### src/design/blifo_pkg.sv
`timescale 1ns / 1ps
// ----------------------------------------------------------------------------
// blifo_pkg
// Shared types and constants of the bounded LIFO stack: operation and status
// codes, request and result payloads, controller states and the
// controller/datapath command and status bundles.
// ----------------------------------------------------------------------------
package blifo_pkg;

  localparam int unsigned DEPTH  = 64;
  localparam int unsigned ADDR_W = $clog2(DEPTH);
  localparam int unsigned CNT_W  = $clog2(DEPTH + 1);
  localparam int unsigned WORD_W = 32;
  localparam int unsigned OCC_W  = 7;

  typedef enum logic [1:0] {
    OP_PUSH = 2'd0,
    OP_POP  = 2'd1,
    OP_PEEK = 2'd2,
    OP_SHOW = 2'd3
  } op_e;

  typedef enum logic [1:0] {
    STAT_OK    = 2'd0,
    STAT_OVER  = 2'd1,
    STAT_UNDER = 2'd2
  } status_e;

  typedef struct packed {
    op_e                       operation;
    logic signed [WORD_W-1:0]  push_value;
  } req_t;

  typedef struct packed {
    status_e                   status;
    logic signed [WORD_W-1:0]  data_word;
    logic                      is_empty;
    logic                      is_full;
    logic [OCC_W-1:0]          occupancy;
    logic                      last;
  } rsp_t;

  typedef enum logic [1:0] {
    CST_IDLE = 2'd0,
    CST_READ = 2'd1,
    CST_SHOW = 2'd2
  } ctrl_state_e;

  // Datapath status seen by the controller
  typedef struct packed {
    logic empty;
    logic full;
    logic idx_zero;
  } dp_status_t;

  // Controller commands to the datapath
  typedef struct packed {
    logic    wr_push;
    logic    fill_inc;
    logic    fill_dec;
    logic    rd_top;
    logic    rd_next;
    logic    emit_imm;
    status_e imm_status;
    logic    emit_rd;
    logic    emit_last;
  } dp_cmd_t;

endpackage

### src/design/blifo_ram.sv
`timescale 1ns / 1ps
// ----------------------------------------------------------------------------
// blifo_ram
// Generic single-write, single-read RAM with a registered read port.
// ----------------------------------------------------------------------------
module blifo_ram #(
  parameter int unsigned WIDTH = 32,
  parameter int unsigned DEPTH = 64
) (
  input  logic                     clk_i,
  input  logic                     we_i,
  input  logic [$clog2(DEPTH)-1:0] waddr_i,
  input  logic [WIDTH-1:0]         wdata_i,
  input  logic [$clog2(DEPTH)-1:0] raddr_i,
  output logic [WIDTH-1:0]         rdata_o
);

  logic [WIDTH-1:0] mem_q [DEPTH];
  logic [WIDTH-1:0] rdata_q;

  always_ff @(posedge clk_i) begin
    if (we_i) begin
      mem_q[waddr_i] <= wdata_i;
    end
    rdata_q <= mem_q[raddr_i];
  end

  assign rdata_o = rdata_q;

endmodule

### src/design/blifo_ctrl.sv
`timescale 1ns / 1ps
// ----------------------------------------------------------------------------
// blifo_ctrl
// Controller: decodes each request and sequences the datapath through
// single reads and the top-to-bottom display walk.
// ----------------------------------------------------------------------------
module blifo_ctrl (
  input  logic                   clk_i,
  input  logic                   rst_ni,
  input  logic                   start,
  input  blifo_pkg::op_e         op_i,
  input  blifo_pkg::dp_status_t  stat_i,
  output blifo_pkg::dp_cmd_t     cmd_o,
  output logic                   busy
);

  import blifo_pkg::*;

  ctrl_state_e state_q, state_d;
  logic        accept;

  assign accept = start && (state_q == CST_IDLE);
  assign busy   = (state_q != CST_IDLE);

  always_ff @(posedge clk_i or negedge rst_ni) begin
    if (!rst_ni) begin
      state_q <= CST_IDLE;
    end else begin
      state_q <= state_d;
    end
  end

  // Next state
  always_comb begin
    state_d = state_q;
    unique case (state_q)
      CST_IDLE: begin
        if (accept && !stat_i.empty) begin
          if (op_i == OP_POP || op_i == OP_PEEK) begin
            state_d = CST_READ;
          end else if (op_i == OP_SHOW) begin
            state_d = CST_SHOW;
          end
        end
      end
      CST_READ: begin
        state_d = CST_IDLE;
      end
      CST_SHOW: begin
        if (stat_i.idx_zero) begin
          state_d = CST_IDLE;
        end
      end
      default: begin
        state_d = CST_IDLE;
      end
    endcase
  end

  // Outputs
  always_comb begin
    cmd_o = '0;
    cmd_o.imm_status = STAT_OK;
    unique case (state_q)
      CST_IDLE: begin
        if (accept) begin
          cmd_o.emit_imm = 1'b1;
          unique case (op_i)
            OP_PUSH: begin
              if (stat_i.full) begin
                cmd_o.imm_status = STAT_OVER;
              end else begin
                cmd_o.wr_push  = 1'b1;
                cmd_o.fill_inc = 1'b1;
              end
            end
            OP_POP, OP_PEEK, OP_SHOW: begin
              if (stat_i.empty) begin
                cmd_o.imm_status = STAT_UNDER;
              end else begin
                // result is read from the store and emitted from the read or display state
                cmd_o.emit_imm = 1'b0;
                cmd_o.rd_top   = 1'b1;
                cmd_o.fill_dec = (op_i == OP_POP);
              end
            end
            default: begin
              cmd_o.emit_imm = 1'b0;
            end
          endcase
        end
      end
      CST_READ: begin
        cmd_o.emit_rd   = 1'b1;
        cmd_o.emit_last = 1'b1;
      end
      CST_SHOW: begin
        cmd_o.emit_rd   = 1'b1;
        cmd_o.emit_last = stat_i.idx_zero;
        cmd_o.rd_next   = !stat_i.idx_zero;
      end
      default: begin
        cmd_o = '0;
      end
    endcase
  end

endmodule

### src/design/blifo_dp.sv
`timescale 1ns / 1ps
// ----------------------------------------------------------------------------
// blifo_dp
// Datapath: word store, fill counter, display walk index and the result
// register with its strobe.
// ----------------------------------------------------------------------------
module blifo_dp (
  input  logic                  clk_i,
  input  logic                  rst_ni,
  input  blifo_pkg::req_t       req_i,
  input  blifo_pkg::dp_cmd_t    cmd_i,
  output blifo_pkg::dp_status_t stat_o,
  output logic                  result_valid_o,
  output blifo_pkg::rsp_t       rsp_o
);

  import blifo_pkg::*;

  logic [CNT_W-1:0]  fill_q, fill_d;
  logic [ADDR_W-1:0] idx_q, idx_d;
  logic [ADDR_W-1:0] top_addr, rd_addr;
  logic [WORD_W-1:0] rdata;
  logic              valid_q, valid_d;
  rsp_t              rsp_q, rsp_d;

  assign top_addr = ADDR_W'(fill_q - CNT_W'(1));
  assign rd_addr  = cmd_i.rd_next ? (idx_q - ADDR_W'(1)) : top_addr;

  blifo_ram #(
    .WIDTH (WORD_W),
    .DEPTH (DEPTH)
  ) u_ram (
    .clk_i   (clk_i),
    .we_i    (cmd_i.wr_push),
    .waddr_i (ADDR_W'(fill_q)),
    .wdata_i (req_i.push_value),
    .raddr_i (rd_addr),
    .rdata_o (rdata)
  );

  always_comb begin
    fill_d = fill_q;
    if (cmd_i.fill_inc) begin
      fill_d = fill_q + CNT_W'(1);
    end else if (cmd_i.fill_dec) begin
      fill_d = fill_q - CNT_W'(1);
    end
  end

  always_comb begin
    idx_d = idx_q;
    if (cmd_i.rd_top || cmd_i.rd_next) begin
      idx_d = rd_addr;
    end
  end

  always_comb begin
    valid_d          = cmd_i.emit_imm || cmd_i.emit_rd;
    rsp_d            = rsp_q;
    rsp_d.is_empty   = (fill_d == '0);
    rsp_d.is_full    = (fill_d >= CNT_W'(DEPTH));
    rsp_d.occupancy  = OCC_W'(fill_d);
    if (cmd_i.emit_imm) begin
      rsp_d.status    = cmd_i.imm_status;
      rsp_d.data_word = '0;
      rsp_d.last      = 1'b1;
    end else if (cmd_i.emit_rd) begin
      rsp_d.status    = STAT_OK;
      rsp_d.data_word = rdata;
      rsp_d.last      = cmd_i.emit_last;
    end
  end

  always_ff @(posedge clk_i or negedge rst_ni) begin
    if (!rst_ni) begin
      fill_q  <= '0;
      valid_q <= 1'b0;
    end else begin
      fill_q  <= fill_d;
      valid_q <= valid_d;
    end
  end

  always_ff @(posedge clk_i) begin
    idx_q <= idx_d;
    rsp_q <= rsp_d;
  end

  assign stat_o.empty    = (fill_q == '0);
  assign stat_o.full     = (fill_q >= CNT_W'(DEPTH));
  assign stat_o.idx_zero = (idx_q == '0);

  assign result_valid_o = valid_q;
  assign rsp_o          = rsp_q;

endmodule

### src/design/bounded_lifo_stack_top.sv
`timescale 1ns / 1ps
// ----------------------------------------------------------------------------
// bounded_lifo_stack_top
// Bounded LIFO stack of 64 signed 32-bit words with push, pop, peek and
// top-to-bottom display.
//
// A request (req_i: operation, push_value) is taken on a rising edge with
// start high and busy low. Results appear on rsp_o for exactly one cycle,
// flagged by result_valid_o; the receiver must take each one when shown.
// Every result carries status, data_word, the empty/full flags and the
// occupancy after the step, and last on the final result of a request.
//
// Push, and any request refused for overflow or underflow, gives its
// result in the cycle after acceptance and busy stays low, so requests
// of that kind can follow every cycle. Pop and peek read the word store
// through its registered read port, then pass the result register, with
// busy high while the controller is in its read state. Display with N
// words held streams N results on consecutive cycles, one store read per
// cycle, with busy high until the bottom word is emitted.
//
// Reset clears the fill counter (stack empty) and the controller; the word
// store keeps no reset value and is only ever read below the fill count.
// ----------------------------------------------------------------------------
module bounded_lifo_stack_top (
  input  logic            clk_i,
  input  logic            rst_ni,
  input  logic            start,
  output logic            busy,
  input  blifo_pkg::req_t req_i,
  output logic            result_valid_o,
  output blifo_pkg::rsp_t rsp_o
);

  import blifo_pkg::*;

  dp_cmd_t    cmd;
  dp_status_t stat;

  blifo_ctrl u_ctrl (
    .clk_i  (clk_i),
    .rst_ni (rst_ni),
    .start  (start),
    .op_i   (req_i.operation),
    .stat_i (stat),
    .cmd_o  (cmd),
    .busy   (busy)
  );

  blifo_dp u_dp (
    .clk_i          (clk_i),
    .rst_ni         (rst_ni),
    .req_i          (req_i),
    .cmd_i          (cmd),
    .stat_o         (stat),
    .result_valid_o (result_valid_o),
    .rsp_o          (rsp_o)
  );

  // A display result that is not the last is always followed by another
  a_show_continues : assert property (@(posedge clk_i) disable iff (!rst_ni)
    result_valid_o && !rsp_o.last |=> result_valid_o)
    else $error("display stream broke before its last word");

  // Every accepted request either answers next cycle or keeps the block busy
  a_accept_progress : assert property (@(posedge clk_i) disable iff (!rst_ni)
    start && !busy |=> busy || result_valid_o)
    else $error("accepted request produced neither result nor busy");

  // Overflow is only reported on a full stack
  a_over_full : assert property (@(posedge clk_i) disable iff (!rst_ni)
    result_valid_o && rsp_o.status == STAT_OVER |-> rsp_o.is_full)
    else $error("overflow reported while stack not full");

endmodule
### config.mk
export PLATFORM = sky130hd
export DESIGN_NAME = bounded_lifo_stack_top
export DESIGN_NICKNAME = d
export VERILOG_FILES = /design/src/design/blifo_pkg.sv /design/src/design/blifo_ram.sv /design/src/design/blifo_ctrl.sv /design/src/design/blifo_dp.sv /design/src/design/bounded_lifo_stack_top.sv
export SDC_FILE = /design/constraint.sdc
export NUM_CORES = 2
export LEC_CHECK = 0
export ABC_AREA = 1
export BUFFER_PORTS_ARGS = -buffer_cell sky130_fd_sc_hd__buf_2
export CAP_MARGIN = 20
export CORE_MARGIN = 2
export CORE_UTILIZATION = 25
export CTS_CLUSTER_DIAMETER = 150
export CTS_CLUSTER_SIZE = 28
export DETAILED_ROUTE_END_ITERATION = 12
export GPL_TIMING_DRIVEN = 0
export SYNTH_ARGS = -nofsm -noshare
export SYNTH_HDL_FRONTEND = slang
export SYNTH_SLANG_ARGS = --single-unit
### constraint.sdc
create_clock -name clk_i -period 5.6 [get_ports clk_i]
set_input_delay 0.28 -clock clk_i [delete_from_list [all_inputs] [get_ports clk_i]]
set_output_delay 0.28 -clock clk_i [all_outputs]
set_load 0.02 [all_outputs]
======== Word level (Yosys, flattened, before mapping) ========
Memory sizes are Yosys's and may differ from the RTL's. A register that Yosys moved wholly into a read port is not among the register bits.
Index checks and enable logic that the tools add are counted.
operators by class
  order comparisons ....................... 2
  reduce and logical (&&, ||, !) cells .... 16
  add/subtract/negate cells ............... 3
  multiplexer cells ....................... 27
  equal/unequal tests ..................... 8
operators by type and width
  cell                                                                   count
  34-bit two-way mux                                                     2
  2-bit two-way mux                                                      9
  7-bit greater-or-equal comparator, second input constant               2
  7-bit logical NOT                                                      2
  7-bit two-way mux                                                      2
  2-bit case mux with 2 select lines                                     3
  4-bit two-way mux                                                      2
  7-bit by 1-bit adder with 7-bit output, second input constant          1
  7-bit by 1-bit subtractor with 7-bit output, second input constant     1
  2-bit equality test, second input constant                             3
  6-bit logical NOT                                                      1
  1-bit two-way mux                                                      6
  3-bit two-way mux                                                      2
  6-bit two-way mux                                                      1
  6-bit by 1-bit subtractor with 6-bit output, second input constant     1
  2-bit by 1-bit equality test with 1-bit output, second input constant  2
  2-bit logical NOT                                                      2
  2-bit nonzero test                                                     2
  1-bit logical OR                                                       3
  3-bit != test, second input constant                                   1
  3-bit AND reduction                                                    1
  3-bit OR reduction                                                     1
  1-bit logical AND                                                      2
  1-bit logical NOT                                                      2
  other kinds (2)                                                        2
word-level totals
  bits in writable memories ............... 2048
  output and inout port bits .............. 46
  input bits .............................. 37
  word-level logic and storage cells ...... 67
  bits in registers ....................... 60
  memories ................................ 1
memory list
  memory            depth  width  rd ports  clocked after memory_dff  write ports  RTL line         RTL
  u_dp.u_ram.mem_q  64     32     1         1                         1            blifo_ram.sv:18  logic [WIDTH-1:0] mem_q [DEPTH];

======== Depth between registers and ports, before layout ========
  depth after elaboration ................. 8
  depth in mapped cells ................... 16
  depth with buffers taken out ............ 14

======== Modules after synthesis ========
Synthesis repeated with hierarchy kept, for this count alone.
unflattened totals
  cell total of the unflattened synthesis .. 7116
  area, all modules ....................... 85381.9 sq um
by module, submodules not included
  module      times used  sequential area each (sq um)  area an instance (sq um)  cells each
  blifo_ram   1           62139.6                       82738.1                   6769
  blifo_dp    1           1261.2                        2338.5                    302
  blifo_ctrl  1           50.0                          305.3                     45

======== Least setup slack after synthesis ========
No wires, ideal clock.
  kind .................................... flip-flop to flip-flop
  start ................................... register u_ctrl.state_q[0]
  end ..................................... memory u_dp.u_ram.mem_q[63][0] (enable)
  arrival ................................. 3.436 ns
  slack ................................... 1.702 ns
  stages on the path, launching flop included .. 9
  setup time .............................. 0.461 ns
  data required time ...................... 5.139 ns
  cell sequence ........................... dfrtp_1 > inv_1 > ha_1 > nand2_1 > nor2_1 > inv_1 > nor2_1 > inv_1 > nor3_1
on the way
  longest elaborated chain between the ends .. 6
RTL lines
  what                                       RTL line                            RTL
  start: declaration                         blifo_ctrl.sv:19                    ctrl_state_e state_q, state_d;
  start signal: assignment                   blifo_ctrl.sv:29                    state_q <= state_d;
  2-bit logical NOT *                        blifo_ctrl.sv:22, blifo_ctrl.sv:64
  1-bit logical AND                          blifo_ctrl.sv:22                    assign accept = start && (state_q == CST_IDLE);
  4-bit two-way mux                          blifo_ctrl.sv:66                    if (accept) begin
  4-bit two-way mux *                        blifo_ctrl.sv:64                    unique case (state_q)
  1-bit two-way mux *                        blifo_ram.sv:22                     if (we_i) begin
  1-bit two-way mux (implied by the code) *  blifo_ram.sv:23                     mem_q[waddr_i] <= wdata_i;
  end: declaration                           blifo_ram.sv:18
Mark *: on every way between the ends. The rest lies on a longest branch, timed or not.

======== Worst setup path after layout ========
  start ................................... register u_dp.fill_q[0]
  end ..................................... register u_dp.u_ram.rdata_q[7], in the netlist u_dp.u_ram.rdata_o[7], read port of u_dp.u_ram.mem_q
on the way
  longest elaborated chain between the ends .. 2
RTL lines
  what                                         RTL line         RTL
  start: declaration                           blifo_dp.sv:19   logic [CNT_W-1:0] fill_q, fill_d;
  start signal: assignment                     blifo_dp.sv:79   fill_q <= fill_d;
  7-bit by 1-bit subtractor with 7-bit output  n/a
  6-bit two-way mux                            blifo_dp.sv:27   assign rd_addr = cmd_i.rd_next ? (idx_q - ADDR_W'(1)) : top_addr;
  end: declaration                             blifo_ram.sv:19  logic [WIDTH-1:0] rdata_q;
Every way passes these cells.
A chain may end at the register's enable or synchronous reset.

==> impl_results.md <==
* Status: completed
* DRC viols at 0
* Metal2 WL at 159000 um
* Post-synth cell types at 30
* Pin count of the biggest net entering global routing at 65
* Critical path type: reg2reg
* Post-CTS Setup Bufs at 0
* Full die area at 375000 um^2
* Routed WL at 371000 um
* Number of global-route vias before repair at just over 60000
* Nets@finish at 9386
* DRT iter0 DRCs at 12200
* Total grt overflow at 0
* Hpwl dp at 259000 um
* LEAKAGE at 43.1 nW
* Die Width at 613 um
* Maxcap violations at 0
* Hold Fails Final Rpt at 0
* Post-Route Utilization at 28.6%
* Port Buffers at 82
* Crit. path cell count at 12
* Worst Tran Pin Value at between 1000 and 1500 ps
* DRT Pass-1 Iters at 6
* Post-layout min period at 5540 ps
* Crit path top cell by count: nand2_1
* Maximum vdd drop at approximately 0.42 mV
* WL met1 at 135000 um
* Critical path's slowest cell: clkbuf_1
* Synth Area per Inst at 10.3 um^2
* Met3 WL at about 50000 um
* Setup violators final at 0
* Starting Density at 25.1%
* Root Driver: clkbuf_16
* GRT Total Usage at 19.1%
* Most frequent cells in the layout: nand3_1 (2158), nand2_1 (2083), edfxtp_1 (2056), inv_1 (1953), buf_2 (373)
* Clk sinks at 2139
* Endpoint of the worst register-to-register path: u_dp.u_ram.rdata_o[7]
* Final Slew Violations at 0
* Mapped Area at about 93000 um^2
* Post-route cell area at 106000 um^2
* CORE AREA at 369000 um^2
* Reg clk slew, reported paths at 110 ps
* Top Metal Used: met5
* Boundary Pins at 83
* First-pass GRT wire length at ~500000 um
* RSZ-0062 raised after global routing: false
* Startpoint Class: flip-flop
* Reg2reg start: u_dp.fill_q[0]
* CP Capture Point: u_dp.u_ram.rdata_o[7]
* P per Cell Area at 595 nW/um^2
* Antenna violations before repair at 52
* Die Span Y at approximately 600 um
* R2r setup slk at 60 ps
* #FFs+latches synth at between 2000 and 2500
* Via count at a little under 70000
* Max clock buf depth at 3
* Via/cell ratio at between 4 and 5
* Post-CTS sizing at 0
* Worst skew pair latency at roughly 840 ps
* Clock Skews at 59.9 ps
* CP required at a little over 6000 ps
* Core Rows at 223
* Ys Warns at 0
* Final antenna-violating net count at 0
* Data arrival time of the critical path at 6120 ps
* Setup crit end kind: flip-flop
* CP delay by family, top: buffers and inverters
* Wirelength per Cell at around 26 um
* Post-synthesis sequential area ratio at 68.5%
* Origin of the worst setup path: u_dp.fill_q[0]
* Worst R2R Path Depth at 12
* Critical-path cell list: clkinv_1 > ha_1 > nand2_1 > xor2_1 > nand2_1 > o21ai_0 > inv_1 > clkbuf_1 > buf_1 > nand3_1 > nand3_1 > nand2_1
* Crit-path max FO at 10
* H-tree levels at 3
* Hold Startpoint: req_i[8]
* Area Growth Syn to Fin at 13.9%
* Depth of the worst hold-timing path at 1
* Ratio of cells with drive above 1 in the final layout at approximately 7.8%
* Fmax at 181 MHz
* CTS tree: done
* Path type of the worst min-delay path: in2reg
* Relative slew slack at 10.1%
* Most common cell after layout, fill and taps aside: nand3_1
* Fill cells at between 30000 and 40000
* Tcrit/Tclk final at a little over nine tenths
* RD Place Congestion at 0.975
* Post-Syn Nets at between 9000 and 10000
* Max incr delay on CP at 1030 ps
* Mapped Cells at roughly 9000
* Placed Area at 103000 um^2
* Buf/Inv on CP at 4
* TritonCTS Buffers at 86
registers in the layout, summed over array words and instances (netlist names):
name	count
u_dp.rsp_o	43
u_dp.idx_q	6
u_dp.u_ram.rdata_o	32
u_dp.result_valid_o	1
u_ctrl.state_q	2
u_dp.fill_q	7
u_dp.u_ram.mem_q	2048
repair_timing:
item | 4_1_cts | 5_1_grt
hold buffers | 17 | 0
endpoints found under the setup margin | 0 | 0
hold endpoints to repair | 306 | 0
worst min path at each step:
stage / to / slack [ps]
6_report: u_dp.u_ram.mem_q[3][8] / 50
4_1_cts: u_dp.u_ram.mem_q[1][2] / 10
2_1_floorplan: u_ctrl.state_q[0] / -20
3_5_place_dp: u_dp.result_valid_o / 170
5_1_grt: u_dp.u_ram.mem_q[32][20] / 60
3_3_place_gp: u_dp.result_valid_o / 170
worst register-to-register path: stages (launching register included):
cell and delay, ps:
dfrtp_1 580, clkinv_1 380, ha_1 350, nand2_1 110, xor2_1 100, nand2_1 70
o21ai_0 310, inv_1 420, clkbuf_1 1040, buf_1 880, nand3_1 320, nand3_1 450
nand2_1 340
cell usage after synthesis (all sizes together):
| cell type | count | area (um^2) |
|---|---|---|
| a21oi | 36 | 180 |
| edfxtp | 2056 | 61700 |
| dfrtp | 10 | 250 |
| nor3 | 4 | 20.0 |
| clkbuf | 125 | 469 |
| or2 | 1 | 6.26 |
| clkinv | 4 | 15.0 |
| nand2 | 2087 | 7840 |
| a31oi | 3 | 18.8 |
| dfxtp | 73 | 1460 |
| o211ai | 2 | 15.0 |
| o21ai | 19 | 106 |
| buf | 356 | 1810 |
| xor2 | 4 | 35.0 |
| inv | 1954 | 7330 |
| o31ai | 1 | 7.51 |
| o22ai | 1 | 6.26 |
| ha | 11 | 138 |
| nor2 | 86 | 325 |
| xnor2 | 4 | 35.0 |
| nand4 | 4 | 25.0 |
| nand3 | 2158 | 10800 |
final cells by class:
cell class | instances | area [um^2] | area share [%]
plain buffers | 481 | 2280 | 2.16
diodes | 19 | 47.5 | 0.0451
clock buffers | 111 | 2290 | 2.17
flip-flops and latches | 2139 | 63500 | 60.1
well taps | 4950 | 6190 | 5.87
clock inverters | 6 | 104 | 0.0984
inverters | 1958 | 7350 | 6.97
repair buffers | 251 | 3760 | 3.56
multi-input cells | 4421 | 20000 | 19.0
metrics by stage:
stage,power (mW),hold slack (ps),std cells,worst slack [ps],setup TNS (ps)
floorplan,36.2,-15.6,8999,1700,0
global placement,52.6,166,14000,-2970,-2809660
detailed placement,53.2,168,14200,434,0
CTS,60.9,14.2,14300,404,0
global route,64.1,64.7,14300,227,0
finish,62.8,51.8,14300,64.4,0
power by group:
group	switching [mW]	leakage, nW	internal, mW	total [mW]
combinational	28.4	22.8	8.32	36.7
clock	5.11	1.16	2.94	8.05
sequential	0.195	19.2	17.9	18.1
total	33.7	43.1	29.1	62.8
cell families after synthesis:
| kind of cell | count (synthesis) | synth area share (%) |
|---|---|---|
| AOI/OAI and AO/OA | 62 | 0.361 |
| xor gates and xnor gates | 8 | 0.0756 |
| adders and majority gates | 11 | 0.149 |
| buffers and inverters | 2439 | 10.4 |
| DFF | 2139 | 68.5 |
| and+or+nand+nor | 4340 | 20.5 |
routing by layer:
metal / up-vias / GRT usage (%)
met4: 28 / 11.9
met5: - / 0
met3: 1002 / 5.27
met1: 33300 / 24.2
met2: 5101 / 28.8
li1: 29700 / -
(Power assumes the default switching activity.)
